`src/rtl/sumo_fsm_pkg.sv`:
```
// types and constants shared by the sumo behaviour controller
package sumo_fsm_pkg;

    typedef enum logic [3:0] {
        MODE_START   = 4'd0,
        MODE_SEARCH  = 4'd1,
        MODE_ALIGN   = 4'd2,
        MODE_ADVANCE = 4'd3,
        MODE_ATTACK  = 4'd4,
        MODE_LINE    = 4'd5,
        MODE_TURN180 = 4'd6,
        MODE_RIGHT90 = 4'd7,
        MODE_LEFT90  = 4'd8
    } mode_t;

    typedef enum logic [2:0] {
        CMD_HOLD  = 3'd0,
        CMD_FWD   = 3'd1,
        CMD_BACK  = 3'd2,
        CMD_LEFT  = 3'd3,
        CMD_RIGHT = 3'd4,
        CMD_STOP  = 3'd5
    } cmd_t;

    localparam logic [6:0] LINE_BACK_POWER = 7'd20;
    localparam logic [6:0] STOP_ARG        = 7'd60;

    typedef struct packed {
        logic [15:0] search_half_period;
        logic [15:0] line_window;
        logic [15:0] turn_half_circle_time;
        logic [6:0]  power_search_forward;
        logic [6:0]  power_search_backward;
        logic [6:0]  power_turn;
        logic [6:0]  power_advance;
        logic [6:0]  power_attack;
    } cfg_t;

    typedef struct packed {
        logic        action;
        logic [31:0] now_ms;
        logic [6:0]  enemy_bits;
        logic [1:0]  line_bits;
    } item_t;

    typedef struct packed {
        mode_t      mode;
        cmd_t       motor_cmd;
        logic [6:0] motor_power;
    } result_t;

endpackage

```
`src/rtl/sumo_fsm_cfg.sv`:
```
// apb register file holding the timing and power settings
module sumo_fsm_cfg (
    input  logic                 aclk,
    input  logic                 aresetn,
    input  logic                 psel,
    input  logic                 penable,
    input  logic                 pwrite,
    input  logic [4:0]           paddr,
    input  logic [31:0]          pwdata,
    output logic [31:0]          prdata,
    output logic                 pready,
    output sumo_fsm_pkg::cfg_t   cfg
);

    typedef enum logic [2:0] {
        REG_SEARCH_HALF  = 3'd0,
        REG_LINE_WINDOW  = 3'd1,
        REG_TURN_HALF    = 3'd2,
        REG_PWR_SRCH_FWD = 3'd3,
        REG_PWR_SRCH_BCK = 3'd4,
        REG_PWR_TURN     = 3'd5,
        REG_PWR_ADVANCE  = 3'd6,
        REG_PWR_ATTACK   = 3'd7
    } reg_idx_t;

    sumo_fsm_pkg::cfg_t cfg_reg;
    reg_idx_t           idx;
    logic               wr_en;

    assign idx    = reg_idx_t'(paddr[4:2]);
    assign wr_en  = psel && penable && pwrite;
    assign pready = 1'b1;
    assign cfg    = cfg_reg;

    always_ff @(posedge aclk) begin
        if (!aresetn) begin
            cfg_reg.search_half_period    <= 16'd1000;
            cfg_reg.line_window           <= 16'd200;
            cfg_reg.turn_half_circle_time <= 16'd500;
            cfg_reg.power_search_forward  <= 7'd50;
            cfg_reg.power_search_backward <= 7'd50;
            cfg_reg.power_turn            <= 7'd50;
            cfg_reg.power_advance         <= 7'd60;
            cfg_reg.power_attack          <= 7'd100;
        end else if (wr_en) begin
            unique case (idx)
                REG_SEARCH_HALF:  cfg_reg.search_half_period    <= pwdata[15:0];
                REG_LINE_WINDOW:  cfg_reg.line_window           <= pwdata[15:0];
                REG_TURN_HALF:    cfg_reg.turn_half_circle_time <= pwdata[15:0];
                REG_PWR_SRCH_FWD: cfg_reg.power_search_forward  <= pwdata[6:0];
                REG_PWR_SRCH_BCK: cfg_reg.power_search_backward <= pwdata[6:0];
                REG_PWR_TURN:     cfg_reg.power_turn            <= pwdata[6:0];
                REG_PWR_ADVANCE:  cfg_reg.power_advance         <= pwdata[6:0];
                REG_PWR_ATTACK:   cfg_reg.power_attack          <= pwdata[6:0];
                default: ;
            endcase
        end
    end

    always_comb begin
        unique case (idx)
            REG_SEARCH_HALF:  prdata = {16'd0, cfg_reg.search_half_period};
            REG_LINE_WINDOW:  prdata = {16'd0, cfg_reg.line_window};
            REG_TURN_HALF:    prdata = {16'd0, cfg_reg.turn_half_circle_time};
            REG_PWR_SRCH_FWD: prdata = {25'd0, cfg_reg.power_search_forward};
            REG_PWR_SRCH_BCK: prdata = {25'd0, cfg_reg.power_search_backward};
            REG_PWR_TURN:     prdata = {25'd0, cfg_reg.power_turn};
            REG_PWR_ADVANCE:  prdata = {25'd0, cfg_reg.power_advance};
            REG_PWR_ATTACK:   prdata = {25'd0, cfg_reg.power_attack};
            default:          prdata = 32'd0;
        endcase
    end

endmodule

```
`src/rtl/sumo_fsm_core.sv`:
```
// behaviour state machine: mode and timer registers plus next-state logic
module sumo_fsm_core (
    input  logic                    aclk,
    input  logic                    aresetn,
    input  logic                    step,
    input  sumo_fsm_pkg::item_t     item,
    input  sumo_fsm_pkg::cfg_t      cfg,
    output sumo_fsm_pkg::result_t   result
);

    typedef sumo_fsm_pkg::mode_t mode_t;

    mode_t       mode_reg, mode_next;
    logic [31:0] search_start_reg, search_start_next;
    logic [31:0] turn_start_reg, turn_start_next;
    logic [31:0] line_start_reg, line_start_next;

    sumo_fsm_pkg::cmd_t cmd;
    logic [6:0]         pw;

    logic [31:0] dt_search, dt_line, dt_turn;
    logic        front, both_front, left, right, side_or_front, rear, l0, l1;

    assign front         = |item.enemy_bits[3:2];
    assign both_front    = &item.enemy_bits[3:2];
    assign left          = |item.enemy_bits[1:0];
    assign right         = |item.enemy_bits[5:4];
    assign side_or_front = |item.enemy_bits[5:0];
    assign rear          = item.enemy_bits[6];
    assign l0            = item.line_bits[0];
    assign l1            = item.line_bits[1];

    // wrapping elapsed times
    assign dt_search = item.now_ms - search_start_reg;
    assign dt_line   = item.now_ms - line_start_reg;
    assign dt_turn   = item.now_ms - turn_start_reg;

    always_comb begin
        mode_next         = mode_reg;
        search_start_next = search_start_reg;
        turn_start_next   = turn_start_reg;
        line_start_next   = line_start_reg;
        cmd               = sumo_fsm_pkg::CMD_HOLD;
        pw                = 7'd0;
        if (item.action) begin
            mode_next = sumo_fsm_pkg::MODE_START;
            cmd       = sumo_fsm_pkg::CMD_STOP;
            pw        = sumo_fsm_pkg::STOP_ARG;
        end else begin
            unique case (mode_reg)
                sumo_fsm_pkg::MODE_START, sumo_fsm_pkg::MODE_SEARCH: begin
                    if (mode_reg == sumo_fsm_pkg::MODE_SEARCH) begin
                        if (dt_search < {16'd0, cfg.search_half_period}) begin
                            cmd = sumo_fsm_pkg::CMD_FWD;
                            pw  = cfg.power_search_forward;
                        end else if (dt_search < {15'd0, cfg.search_half_period, 1'b0}) begin
                            cmd = sumo_fsm_pkg::CMD_BACK;
                            pw  = cfg.power_search_backward;
                        end else begin
                            search_start_next = item.now_ms;
                        end
                    end
                    if (l0 || l1) begin
                        mode_next       = sumo_fsm_pkg::MODE_LINE;
                        line_start_next = item.now_ms;
                    end else if (side_or_front) begin
                        mode_next = sumo_fsm_pkg::MODE_ALIGN;
                    end else if (rear) begin
                        mode_next       = sumo_fsm_pkg::MODE_TURN180;
                        turn_start_next = item.now_ms;
                    end else if (mode_reg == sumo_fsm_pkg::MODE_START) begin
                        mode_next         = sumo_fsm_pkg::MODE_SEARCH;
                        search_start_next = item.now_ms;
                    end
                end
                sumo_fsm_pkg::MODE_ALIGN: begin
                    if (front) begin
                        mode_next = sumo_fsm_pkg::MODE_ADVANCE;
                    end else if (left) begin
                        cmd = sumo_fsm_pkg::CMD_LEFT;
                        pw  = cfg.power_turn;
                    end else if (right) begin
                        cmd = sumo_fsm_pkg::CMD_RIGHT;
                        pw  = cfg.power_turn;
                    end else begin
                        mode_next = sumo_fsm_pkg::MODE_START;
                    end
                end
                sumo_fsm_pkg::MODE_ADVANCE: begin
                    if (front) begin
                        cmd = sumo_fsm_pkg::CMD_FWD;
                        pw  = cfg.power_advance;
                        if (both_front) begin
                            mode_next = sumo_fsm_pkg::MODE_ATTACK;
                        end
                    end else begin
                        mode_next = sumo_fsm_pkg::MODE_ALIGN;
                    end
                end
                sumo_fsm_pkg::MODE_ATTACK: begin
                    cmd = sumo_fsm_pkg::CMD_FWD;
                    pw  = cfg.power_attack;
                    if (!both_front) begin
                        mode_next = sumo_fsm_pkg::MODE_START;
                    end
                end
                sumo_fsm_pkg::MODE_LINE: begin
                    if (dt_line < {16'd0, cfg.line_window}) begin
                        if (l0 && l1) begin
                            cmd             = sumo_fsm_pkg::CMD_BACK;
                            pw              = sumo_fsm_pkg::LINE_BACK_POWER;
                            mode_next       = sumo_fsm_pkg::MODE_TURN180;
                            turn_start_next = item.now_ms;
                        end else if (l0) begin
                            mode_next       = sumo_fsm_pkg::MODE_RIGHT90;
                            turn_start_next = item.now_ms;
                        end else if (l1) begin
                            mode_next       = sumo_fsm_pkg::MODE_LEFT90;
                            turn_start_next = item.now_ms;
                        end
                    end else begin
                        mode_next = sumo_fsm_pkg::MODE_START;
                    end
                end
                sumo_fsm_pkg::MODE_TURN180: begin
                    if (dt_turn < {16'd0, cfg.turn_half_circle_time}) begin
                        cmd = sumo_fsm_pkg::CMD_RIGHT;
                        pw  = cfg.power_turn;
                    end else begin
                        mode_next = sumo_fsm_pkg::MODE_START;
                    end
                end
                sumo_fsm_pkg::MODE_RIGHT90: begin
                    if (dt_turn < {17'd0, cfg.turn_half_circle_time[15:1]}) begin
                        cmd = sumo_fsm_pkg::CMD_RIGHT;
                        pw  = cfg.power_turn;
                    end else begin
                        mode_next = sumo_fsm_pkg::MODE_START;
                    end
                end
                sumo_fsm_pkg::MODE_LEFT90: begin
                    if (dt_turn < {17'd0, cfg.turn_half_circle_time[15:1]}) begin
                        cmd = sumo_fsm_pkg::CMD_LEFT;
                        pw  = cfg.power_turn;
                    end else begin
                        mode_next = sumo_fsm_pkg::MODE_START;
                    end
                end
                default: begin
                    mode_next = sumo_fsm_pkg::MODE_START;
                end
            endcase
        end
    end

    assign result.mode        = mode_next;
    assign result.motor_cmd   = cmd;
    assign result.motor_power = pw;

    always_ff @(posedge aclk) begin
        if (!aresetn) begin
            mode_reg         <= sumo_fsm_pkg::MODE_START;
            search_start_reg <= 32'd0;
            turn_start_reg   <= 32'd0;
            line_start_reg   <= 32'd0;
        end else if (step) begin
            mode_reg         <= mode_next;
            search_start_reg <= search_start_next;
            turn_start_reg   <= turn_start_next;
            line_start_reg   <= line_start_next;
        end
    end

endmodule

```
`src/rtl/sumo_robot_behaviour_fsm_unit.sv`:
```
// top level of the sumo behaviour controller: input register, state machine, result register
// Takes one update or stop word per clock while m_ready holds and returns one result word
// for each, in order. A word is accepted into the input register, and its result is written
// to the result register as the word leaves it; a full result register that is not taken
// holds it back. The sustained rate is one word per cycle while m_ready holds: the state
// machine and its three wrapping 32-bit timers advance as a word leaves the input register.
// Each result carries the new mode and one motor command with its power. Timing and power
// settings sit in an APB register file at byte addresses 4*i and should be changed only
// while no word is in flight.
module sumo_robot_behaviour_fsm_unit (
    input  logic        aclk,
    input  logic        aresetn,
    input  logic        s_valid,
    output logic        s_ready,
    input  logic        s_action,
    input  logic [31:0] s_now_ms,
    input  logic [6:0]  s_enemy_bits,
    input  logic [1:0]  s_line_bits,
    output logic        m_valid,
    input  logic        m_ready,
    output logic [3:0]  m_mode,
    output logic [2:0]  m_motor_cmd,
    output logic [6:0]  m_motor_power,
    input  logic        psel,
    input  logic        penable,
    input  logic        pwrite,
    input  logic [4:0]  paddr,
    input  logic [31:0] pwdata,
    output logic [31:0] prdata,
    output logic        pready
);

    sumo_fsm_pkg::cfg_t    cfg;
    sumo_fsm_pkg::item_t   in_reg;
    sumo_fsm_pkg::result_t res;
    sumo_fsm_pkg::result_t out_reg;
    logic                  in_valid_reg;
    logic                  out_valid_reg;
    logic                  advance;
    logic                  step;

    // result register free, or emptying this cycle
    assign advance = !out_valid_reg || m_ready;
    assign step    = in_valid_reg && advance;
    assign s_ready = !in_valid_reg || advance;

    sumo_fsm_cfg u_cfg (
        .aclk    (aclk),
        .aresetn (aresetn),
        .psel    (psel),
        .penable (penable),
        .pwrite  (pwrite),
        .paddr   (paddr),
        .pwdata  (pwdata),
        .prdata  (prdata),
        .pready  (pready),
        .cfg     (cfg)
    );

    sumo_fsm_core u_core (
        .aclk    (aclk),
        .aresetn (aresetn),
        .step    (step),
        .item    (in_reg),
        .cfg     (cfg),
        .result  (res)
    );

    always_ff @(posedge aclk) begin
        if (!aresetn) begin
            in_valid_reg <= 1'b0;
        end else if (s_ready) begin
            in_valid_reg <= s_valid;
        end
    end

    always_ff @(posedge aclk) begin
        if (s_valid && s_ready) begin
            in_reg.action     <= s_action;
            in_reg.now_ms     <= s_now_ms;
            in_reg.enemy_bits <= s_enemy_bits;
            in_reg.line_bits  <= s_line_bits;
        end
    end

    always_ff @(posedge aclk) begin
        if (!aresetn) begin
            out_valid_reg <= 1'b0;
        end else if (advance) begin
            out_valid_reg <= in_valid_reg;
        end
    end

    always_ff @(posedge aclk) begin
        if (step) begin
            out_reg <= res;
        end
    end

    assign m_valid       = out_valid_reg;
    assign m_mode        = out_reg.mode;
    assign m_motor_cmd   = out_reg.motor_cmd;
    assign m_motor_power = out_reg.motor_power;

endmodule
```
`config.mk`:
```
export PLATFORM = sky130hd
export DESIGN_NAME = sumo_robot_behaviour_fsm_unit
export DESIGN_NICKNAME = d
export VERILOG_FILES = /design/src/rtl/sumo_fsm_pkg.sv /design/src/rtl/sumo_fsm_cfg.sv /design/src/rtl/sumo_fsm_core.sv /design/src/rtl/sumo_robot_behaviour_fsm_unit.sv
export SDC_FILE = /design/constraint.sdc
export NUM_CORES = 1
export LEC_CHECK = 0
export BUFFER_PORTS_ARGS = -buffer_cell sky130_fd_sc_hd__buf_2
export CAP_MARGIN = 30
export CORE_UTILIZATION = 50
export DETAILED_ROUTE_END_ITERATION = 10
export PLACE_DENSITY = 0.68
export SLEW_MARGIN = 20
export SYNTH_ARGS = -nofsm -noshare
export SYNTH_HDL_FRONTEND = slang
export SYNTH_SLANG_ARGS = --single-unit
export TNS_END_PERCENT = 1
```
`constraint.sdc`:
```
create_clock -name aclk -period 5 [get_ports aclk]
set_input_delay 1 -clock aclk [delete_from_list [all_inputs] [get_ports aclk]]
set_output_delay 1 -clock aclk [all_outputs]
set_load 0.02 [all_outputs]
```
# Word-level counts from Yosys, hierarchy flattened
# Index checks and enable logic that the tools add are counted.
# Widths: inputs -> output; s select.
word_totals:
  reg_bits: 241
  input_bits: 86
  output_inout_bits: 49
  word_cells: 140
op_classes:
  n_addsub: 3
  magnitude_cmp: 5
  n_eq_ne: 20
  n_mux: 59
  n_bitwise: 1
  n_reduce_logical: 31
op_table:
  columns: ["operator", "n"]
  rows:
  - ["$mux 32", 14]
  - ["$pmux 32 s8", 1]
  - ["$lt 32x16->1", 3]
  - ["$sub 32x32->32", 3]
  - ["$mux 7", 10]
  - ["$mux 4", 17]
  - ["$pmux 32 s2", 1]
  - ["$pmux 7 s7", 1]
  - ["$lt 32x15->1", 1]
  - ["$lt 32x17->1", 1]
  - ["$pmux 4 s7", 1]
  - ["$mux 3", 8]
  - ["$pmux 3 s8", 1]
  - ["$reduce_and 2->1", 9]
  - ["$eq 4x3->1 const B", 4]
  - ["$eq 3x3->1 const B", 4]
  - ["$reduce_or 2->1", 5]
  - ["$eq 4x2->1 const B", 2]
  - ["$reduce_and 8->1", 1]
  - ["$eq 3x2->1 const B", 2]
  - ["$mux 2", 3]
  - ["$ne 2x2->1 const B", 3]
  - ["$reduce_or 6->1", 1]
  - ["$logic_and 1x1->1", 5]
  - ["other kinds (15)", 18]

# Logic depth before layout (Yosys ltp)
# Gate-level depths: netlist of the first run.
logic_depth:
  ltp_word: 9
  depth_mapped: 23
  mapped_depth_nobuf: 23

# By module
# From an unflattened synthesis of the first run, not the netlist that was laid out.
hier_totals:
  cells_unflattened: 2278
  hier_area_um2: 18230.0
modules_own_cells:
  columns: ["module", "n_inst", "cells_each", "area_per_inst_um2", "seq_area_each_um2"]
  rows:
  - ["sumo_fsm_core", 1, 1711, 12433.2, 2001.9]
  - ["sumo_fsm_cfg", 1, 502, 4011.3, 1661.6]
  - ["sumo_robot_behaviour_fsm_unit", 1, 65, 1785.5, 1721.7]

# Worst setup path after synthesis of the first run
# No wires, ideal clock.
synth_timing:
  kind: "flip-flop to flip-flop"
  startpoint: "register in_reg[12] (netlist name)"
  endpoint: "register out_reg (netlist bit m_motor_cmd[1]) (data pin)"
  setup_ns: 0.161
  t_arrival_ns: 4.388
  required_ns: 4.839
  setup_slack_ns: 0.451
  path_stages_with_launch: 19
  path_buffers: 0
  period_less_slack_ns: 4.549
  path_cell_list: "edfxtp_1 > ha_1 > and2_1 > a221oi_1 > a211oi_1 > o2111ai_1 > nand2_1 > xor2_1 > ha_1 > or4_1 > a211o_1 > nor4_1 > nand4b_1 > nor4_1 > nand4_1 > nor4b_1 > o2111a_1 > nand3_1 > a41oi_1"
synth_via:
  elab_chain_len: 6
  elab_cells_between_ends: 13
  classes_between: "add/sub: 3; order compare: 4; mux: 6"
synth_rtl:
  columns: ["element", "line", "source"]
  rows:
  - ["start, declared", "sumo_robot_behaviour_fsm_unit.sv:34", "sumo_fsm_pkg::item_t in_reg;"]
  - ["$sub 32x32->32", "sumo_fsm_core.sv:34", "assign dt_search = item.now_ms - search_start_reg;"]
  - ["$lt 32x17->1", "sumo_fsm_core.sv:56", "end else if (dt_search < {15'd0, cfg.search_half_period, 1'b0}) begin"]
  - ["$mux 2", "sumo_fsm_core.sv:56", null]
  - ["$mux 3", "sumo_fsm_core.sv:53", "if (dt_search < {16'd0, cfg.search_half_period}) begin"]
  - ["$mux 3", "sumo_fsm_core.sv:52", "if (mode_reg == sumo_fsm_pkg::MODE_SEARCH) begin"]
  - ["$pmux 3 s8 (*)", "sumo_fsm_core.sv:50", "unique case (mode_reg)"]
  - ["end signal, assigned", "sumo_robot_behaviour_fsm_unit.sv:96", "out_reg <= res;"]
  - ["end, declared", "sumo_robot_behaviour_fsm_unit.sv:36", "sumo_fsm_pkg::result_t out_reg;"]
# Every way passes the cells marked *; elsewhere a longest branch is shown, timed or not.
# A chain may end at the register's enable or synchronous reset.

# Final worst setup path of the first run
layout_timing:
  startpoint: "register in_reg[14] (netlist name)"
  endpoint: "register out_reg (netlist bit m_motor_power[4]) (data pin)"
layout_via:
  elab_chain_len: 6
  elab_cells_between_ends: 15
  classes_between: "add/sub: 3; order compare: 5; mux: 7"
layout_rtl:
  columns: ["element", "line"]
  rows:
  - ["$sub 32x32->32", "sumo_fsm_core.sv:34"]
  - ["$lt 32x17->1", "sumo_fsm_core.sv:56"]
  - ["$mux 7", "sumo_fsm_core.sv:56"]
  - ["$mux 7", "sumo_fsm_core.sv:53"]
  - ["$mux 7", "sumo_fsm_core.sv:52"]
  - ["$pmux 7 s7 (*)", "sumo_fsm_core.sv:50"]
# Marks and branches as above.

==> metrics, run 1 <==
Num CTS Buffers 28; # rows 68; CP Max Fanout 5; Max VDD drop 311.4 µV; top cell type's share of synthesized area 20.73%; Tcrit/Tclk final 96.48%; DR vias/cell 6.003; worst slew pin tran 1.034 ns; RSZ-0062 raised after global routing yes; die area 0.03649 mm²; Initial Util 51.22%; drt drc 0; Static Leakage 8.156 nW; H-tree depth 1; Final nets 2589; pwr/cell area 266.5 mW/mm²; wire per inst 19.39 µm; Fin. Hold Viols 0; Cell Chain, Critical Path ha_1 -> a21o_1 -> a211o_1 -> o21ai_1 -> nor2b_4 -> o21bai_1 -> a21oi_1 -> xnor2_1 -> ha_1 -> nand4_1 -> nor2_1 -> a211o_1 -> nor4_2 -> nand4b_1 -> nor4_2 -> nand4_1 -> nor4b_2 -> o2111a_2 -> buf_4 -> a31o_2 -> nand3b_1; Buf/Inv on CP 1; post-place instance area 0.01896 mm²; die height 191.0 µm; Placer Congestion 0.9594; #FFs+latches synth 241; register area share after synthesis 30.14%; Worst-path clk slew 0.06 ns; Largest register FFs 83; Crit Path Class reg2reg; global route overflow 0; # diodes 0; top post-synthesis cells by area dfxtp_1 21%, ha_1 12%, edfxtp_1 9.4%, nand2_1 7.8%, mux2i_1 7.1%; Worst EP required 5.43 ns; Post-synth EDFFs 56; synthesized area 0.01787 mm²; initial antenna violation count 0; DR iter-0 viols 1377; Yosys cell types 91; Max stage delay cell, worst path edfxtp_1; Synth Flop Type dfxtp_1; fraction of layout cells with a size suffix above 1 11.63%; CTS Sinks 241; crit path time final 4.824 ns; die width 191.0 µm; fmax 207.3 MHz; min-delay worst type reg2reg; total chip power 5.354 mW; cells after synthesis 2244; via count 16868; core box area 0.03488 mm²; drt pass-1 iters 7; crit end category register; crit-path max cell delay 0.43 ns; pin count of the biggest net entering global routing 67; first-pass GRT wire length 84.67 mm; GRT Total Usage 29.36%; CP arrival 5.25 ns; Synth area leader dfxtp_1; post-route cell area 0.02009 mm²; # IOs 135; delay-heaviest family, CP compound AO/OA/AOI/OAI gates; Area growth, synth to finish 12.45%; crit start category register; fraction of registers with async set/reset 0%; vias in the first global route 15403; TritonCTS clock tree yes; antenna viol nets, final 0; Slew headroom 30.68%; worst skew pair latency 0.56 ns; Final Max Tran Viols 0; Avg Inst Size Synth 7.962 µm²; final setup fails 0; Layout Skew 0.02295 ns; Ys Warns 0; clk buf depth 3; Max-Cap Viols 0; clock root cell clkbuf_16; DP Wirelength 41.66 mm; status finished clean; count of input and output buffers 99; WL final 54.49 mm
## through the flow
| stage | setup slack, ns | instances | util (%) | setup TNS, ns | hold WS [ns] |
|---|---|---|---|---|---|
| after CTS | 0.004080 | 2806 | 57.11 | 0 | 0.4546 |
| after detailed placement | -0.02228 | 2754 | 54.35 | -0.02228 | 0.4467 |
| after global placement | 0.04522 | 2754 | 54.35 | 0 | 0.4413 |
| final | 0.1759 | 2810 | 57.60 | 0 | 0.4529 |
| after floorplan | 0.4512 | 2259 | - | 0 | 0.4363 |
| after global routing | -0.03727 | 2810 | 57.60 | -0.1166 | 0.4695 |
## synth_stat cells, drive strengths merged (34+ instances only)
master,n
o21ai,86
inv,172
xnor2,34
nand2,372
edfxtp,56
dfxtp,185
nor2,167
nand3,39
a21o,40
nor3,36
clkbuf,75
buf,42
a21oi,216
ha,167
mux2i,127
## per-layer routing
metal | wire length (µm) | vias up | part of all wire, % | global-route usage, %
met2 | 24170 | 638 | 44 | 46.17
met5 | 0 | - | 0 | 0
met4 | 1311 | 0 | 2.4 | 7.600
li1 | - | 8179 | - | -
met1 | 25270 | 7970 | 46 | 42.25
met3 | 3735 | 81 | 6.9 | 3.378
## where the power goes
| group | switching, mW | internal, mW |
|---|---|---|
| logic | 0.705 | 0.432 |
| registers | 0.0481 | 2.04 |
| clock network | 0.870 | 1.26 |
## timing repair
item,in CTS,in global routing
endpoints found under the setup margin,1,82
gates cloned,0,0
hold buffers,0,0
pin swaps,0,8
endpoints found under the hold margin,0,0
setup buffers,0,4
gates resized for setup,1,26
## logic make-up after synthesis
logic type,after synthesis,share of synthesized area (%)
other,2,0.04203
AOI/OAI and AO/OA,559,20.34
DFF,241,30.14
adders and majority gates,170,12.03
muxes,136,7.808
and+or+nand+nor,791,20.27
xor gates and xnor gates,56,2.745
buffers and inverters,289,6.618
## placed cells by master (no fill, tap or decap), drive strengths merged, types with 8 or more instances in the layout
cell    Yosys  final
nor4       21     21
and2        8      8
nand2     372    372
xnor2      34     34
nand2b     19     19
o21bai     12     12
xor2       22     22
and3       17     17
clkbuf     75     43
dfxtp     185    185
o21a       19     19
nor3       36     36
a21oi     216    216
nand4      31     31
a211o      10     10
conb        2     17
mux2i     127    127
ha        167    167
a211oi     20     20
inv       172    175
or2         8      8
a22o        8      8
a31oi      17     17
a21o       40     40
nor2b      18     18
o211ai     31     31
or3        15     15
nor2      167    167
o21ai      86     86
buf        42    161
a221o       8      8
edfxtp     56     56
nand3      39     39
a221oi     16     16
## worst min-delay path, cell delays in order (launching register included)
cell and delay (ns):
dfxtp_1 0.30, nand2_1 0.05, a21oi_1 0.05
## cell type report
type,instances,area [µm²]
timing repair buffer,161,988.4
fill,3203,14790
sequential,241,5385
inverter,172,645.6
clock inverter,9,88.84
clock buffer,43,872.1
multi-input combinational,1729,11540
tap,455,569.3
## worst paths after layout
check,start,end,slack (ns),depth (start not counted)
worst max-delay path,in_reg[14]$_DFFE_PP_,m_motor_power[4]$_SDFFCE_PP1P_,0.18,21
worst max register to register,in_reg[14]$_DFFE_PP_,m_motor_power[4]$_SDFFCE_PP1P_,0.18,21
worst min register to register,u_core.line_start_reg[5]$_SDFFE_PN0P_,u_core.line_start_reg[5]$_SDFFE_PN0P_,0.45,2
worst min-delay path,u_core.line_start_reg[5]$_SDFFE_PN0P_,u_core.line_start_reg[5]$_SDFFE_PN0P_,0.45,2
Power figures use the tool's default switching activity.
==> run 2: changes to the inputs <==
- clock period: 5 -> 4.6 ns (I/O delays scaled with it)
==> run 2 against run 1 <==
Global-route usage grew 0.57 points. Critical endpoint unchanged. Largest cell class unchanged. Cell count rose by 2.7%. Hold slack worse by 0.00092 ns. The flow now finishes with violations (setup timing). Highest routed layer unchanged. Sequential share of layout area shrank 0.88 points. Register-to-register slack worse by 0.36 ns.
==> metrics, run 2 (synthesis gave the netlist of run 1 again) <==
via count 16950; Max-Cap Viols 0; min-delay worst type reg2reg; core box area 0.03488 mm²; PnR worst setup slack -0.1840 ns; global route overflow 0; Max VDD drop 305.8 µV; fmax 209.0 MHz; antenna viol nets, final 0; WL final 55.21 mm; CTS Sinks 241; worst skew pair latency 0.55 ns; crit end category register; Slew headroom 41.65%; # rows 68; H-tree depth 1; post-place instance area 0.01948 mm²; post-route cell area 0.02078 mm²; Tcrit/Tclk final 104.0%; Final Max Tran Viols 0; Largest register FFs 83; count of input and output buffers 99; Layout Skew 0.01100 ns; Reg-to-Reg Start in_reg[12]$_DFFE_PP_; CP arrival 5.19 ns; most frequent cells in the layout 372 x nand2_1, 207 x a21oi_1, 184 x dfxtp_1; die height 191.0 µm; wire per inst 19.13 µm; # diodes 0; hold_sp u_core.line_start_reg[30]$_SDFFE_PN0P_; DR iter-0 viols 1298; first-pass GRT wire length 86.49 mm; RSZ-0062 raised after global routing yes; pin count of the biggest net entering global routing 68; pwr/cell area 274.3 mW/mm²; commonest non-fill, non-tap cell in the layout nand2_1; initial antenna violation count 0; Crit Path Class reg2reg; Initial Util 51.22%; drt pass-1 iters 5; Static Leakage 8.527 nW; fraction of layout cells with a size suffix above 1 15.26%; failing checks setup timing; crit start category register; crit path time final 4.784 ns; worst slew pin tran 0.8673 ns; FF/Latch Area 0.005386 mm²; clock root cell clkbuf_16; Num CTS Buffers 28; DR vias/cell 5.873; Placer Congestion 0.9504; Worst-path clk slew 0.06 ns; WHS 0.4520 ns; Worst EP required 5.01 ns; Fill cells 3132; # IOs 135; Fin. Hold Viols 0; status complete, but fails checks; Final nets 2667; GRT Total Usage 29.93%; total chip power 5.701 mW; clk buf depth 3; Area growth, synth to finish 16.32%; CP Max Fanout 4; critical path startpoint in_reg[12]$_DFFE_PP_; die area 0.03649 mm²; DP Wirelength 42.53 mm; area of the multi-input gates 0.01167 mm²; final setup fails 15; TritonCTS clock tree yes; vias in the first global route 15868; die width 191.0 µm; drt drc 0
[run 2: changes by cell type in the layout (fill, tap and decap cells not counted), sizes merged]
cell / previous run / this run
buf: 161 / 239
clkinv: 4 / 8
clkbuf: 43 / 40
inv: 175 / 173
bufinv: 1 / 0
[run 2: per-stage QoR]
step	std cells	setup TNS [ns]	setup slack (ns)	utilization, %
finish	2886	-1.844	-0.1840	59.58
global route	2886	-8.784	-0.4551	59.58
CTS	2880	-0.1322	-0.03631	59.05
detailed placement	2821	-12.32	-0.5489	55.85
global placement	2821	-6.608	-0.3123	55.85
floorplan	2259	0	0.05124	-
[run 2: metal layers]
layer  global-route usage, %  routed length [µm]  vias to the layer above
met4                   8.308                1491                        0
met1                   42.61               25510                     7920
met2                   46.78               23980                      624
li1                        -                   -                     8313
met3                   4.259                4225                       93
met5                       0                   0                        -
[run 2: worst paths after layout]
kind | end | slack, ns | depth (start not counted)
worst max-delay path | m_motor_power[4]$_SDFFCE_PP1P_ | -0.18 | 20
worst min-delay path | u_core.line_start_reg[30]$_SDFFE_PN0P_ | 0.45 | 2
worst max register to register | m_motor_power[4]$_SDFFCE_PP1P_ | -0.18 | 20
worst min register to register | u_core.line_start_reg[30]$_SDFFE_PN0P_ | 0.45 | 2
[run 2: critical path: stages (launching register included)]
cell       delay [ns]
edfxtp_1         0.43
ha_4             0.29
and2_4           0.16
buf_4            0.11
o211ai_1         0.11
buf_4            0.18
a211oi_4         0.28
o2111ai_2        0.18
nand2_1          0.10
xor2_1           0.07
ha_2             0.21
or4_4            0.49
a211o_1          0.27
nor4_2           0.29
nand4b_1         0.15
nor4_2           0.23
nand4_1          0.15
nor4b_2          0.32
o2111a_2         0.32
a31o_2           0.18
nand3b_1         0.12
[run 2: what timing repair did]
action,CTS,global route
setup buffers,8,3
hold buffers,0,0
endpoints found under the setup margin,81,82
gates resized for setup,34,29
pin swaps,26,35
gates cloned,1,0
[run 2: power by group]
part	internal (mW)	switching, mW
combinational	0.533	0.797
clock	1.22	0.887
sequential	2.22	0.0495
[run 2: area by class of cell]
| cell class | count | area share [%] |
|---|---|---|
| tap | 455 | 2.739 |
| inverter | 172 | 3.107 |
| multi-input combinational | 1729 | 56.16 |
| timing repair buffer | 239 | 7.869 |
| clock inverter | 10 | 0.3191 |
| sequential | 241 | 25.92 |
| clock buffer | 40 | 3.883 |
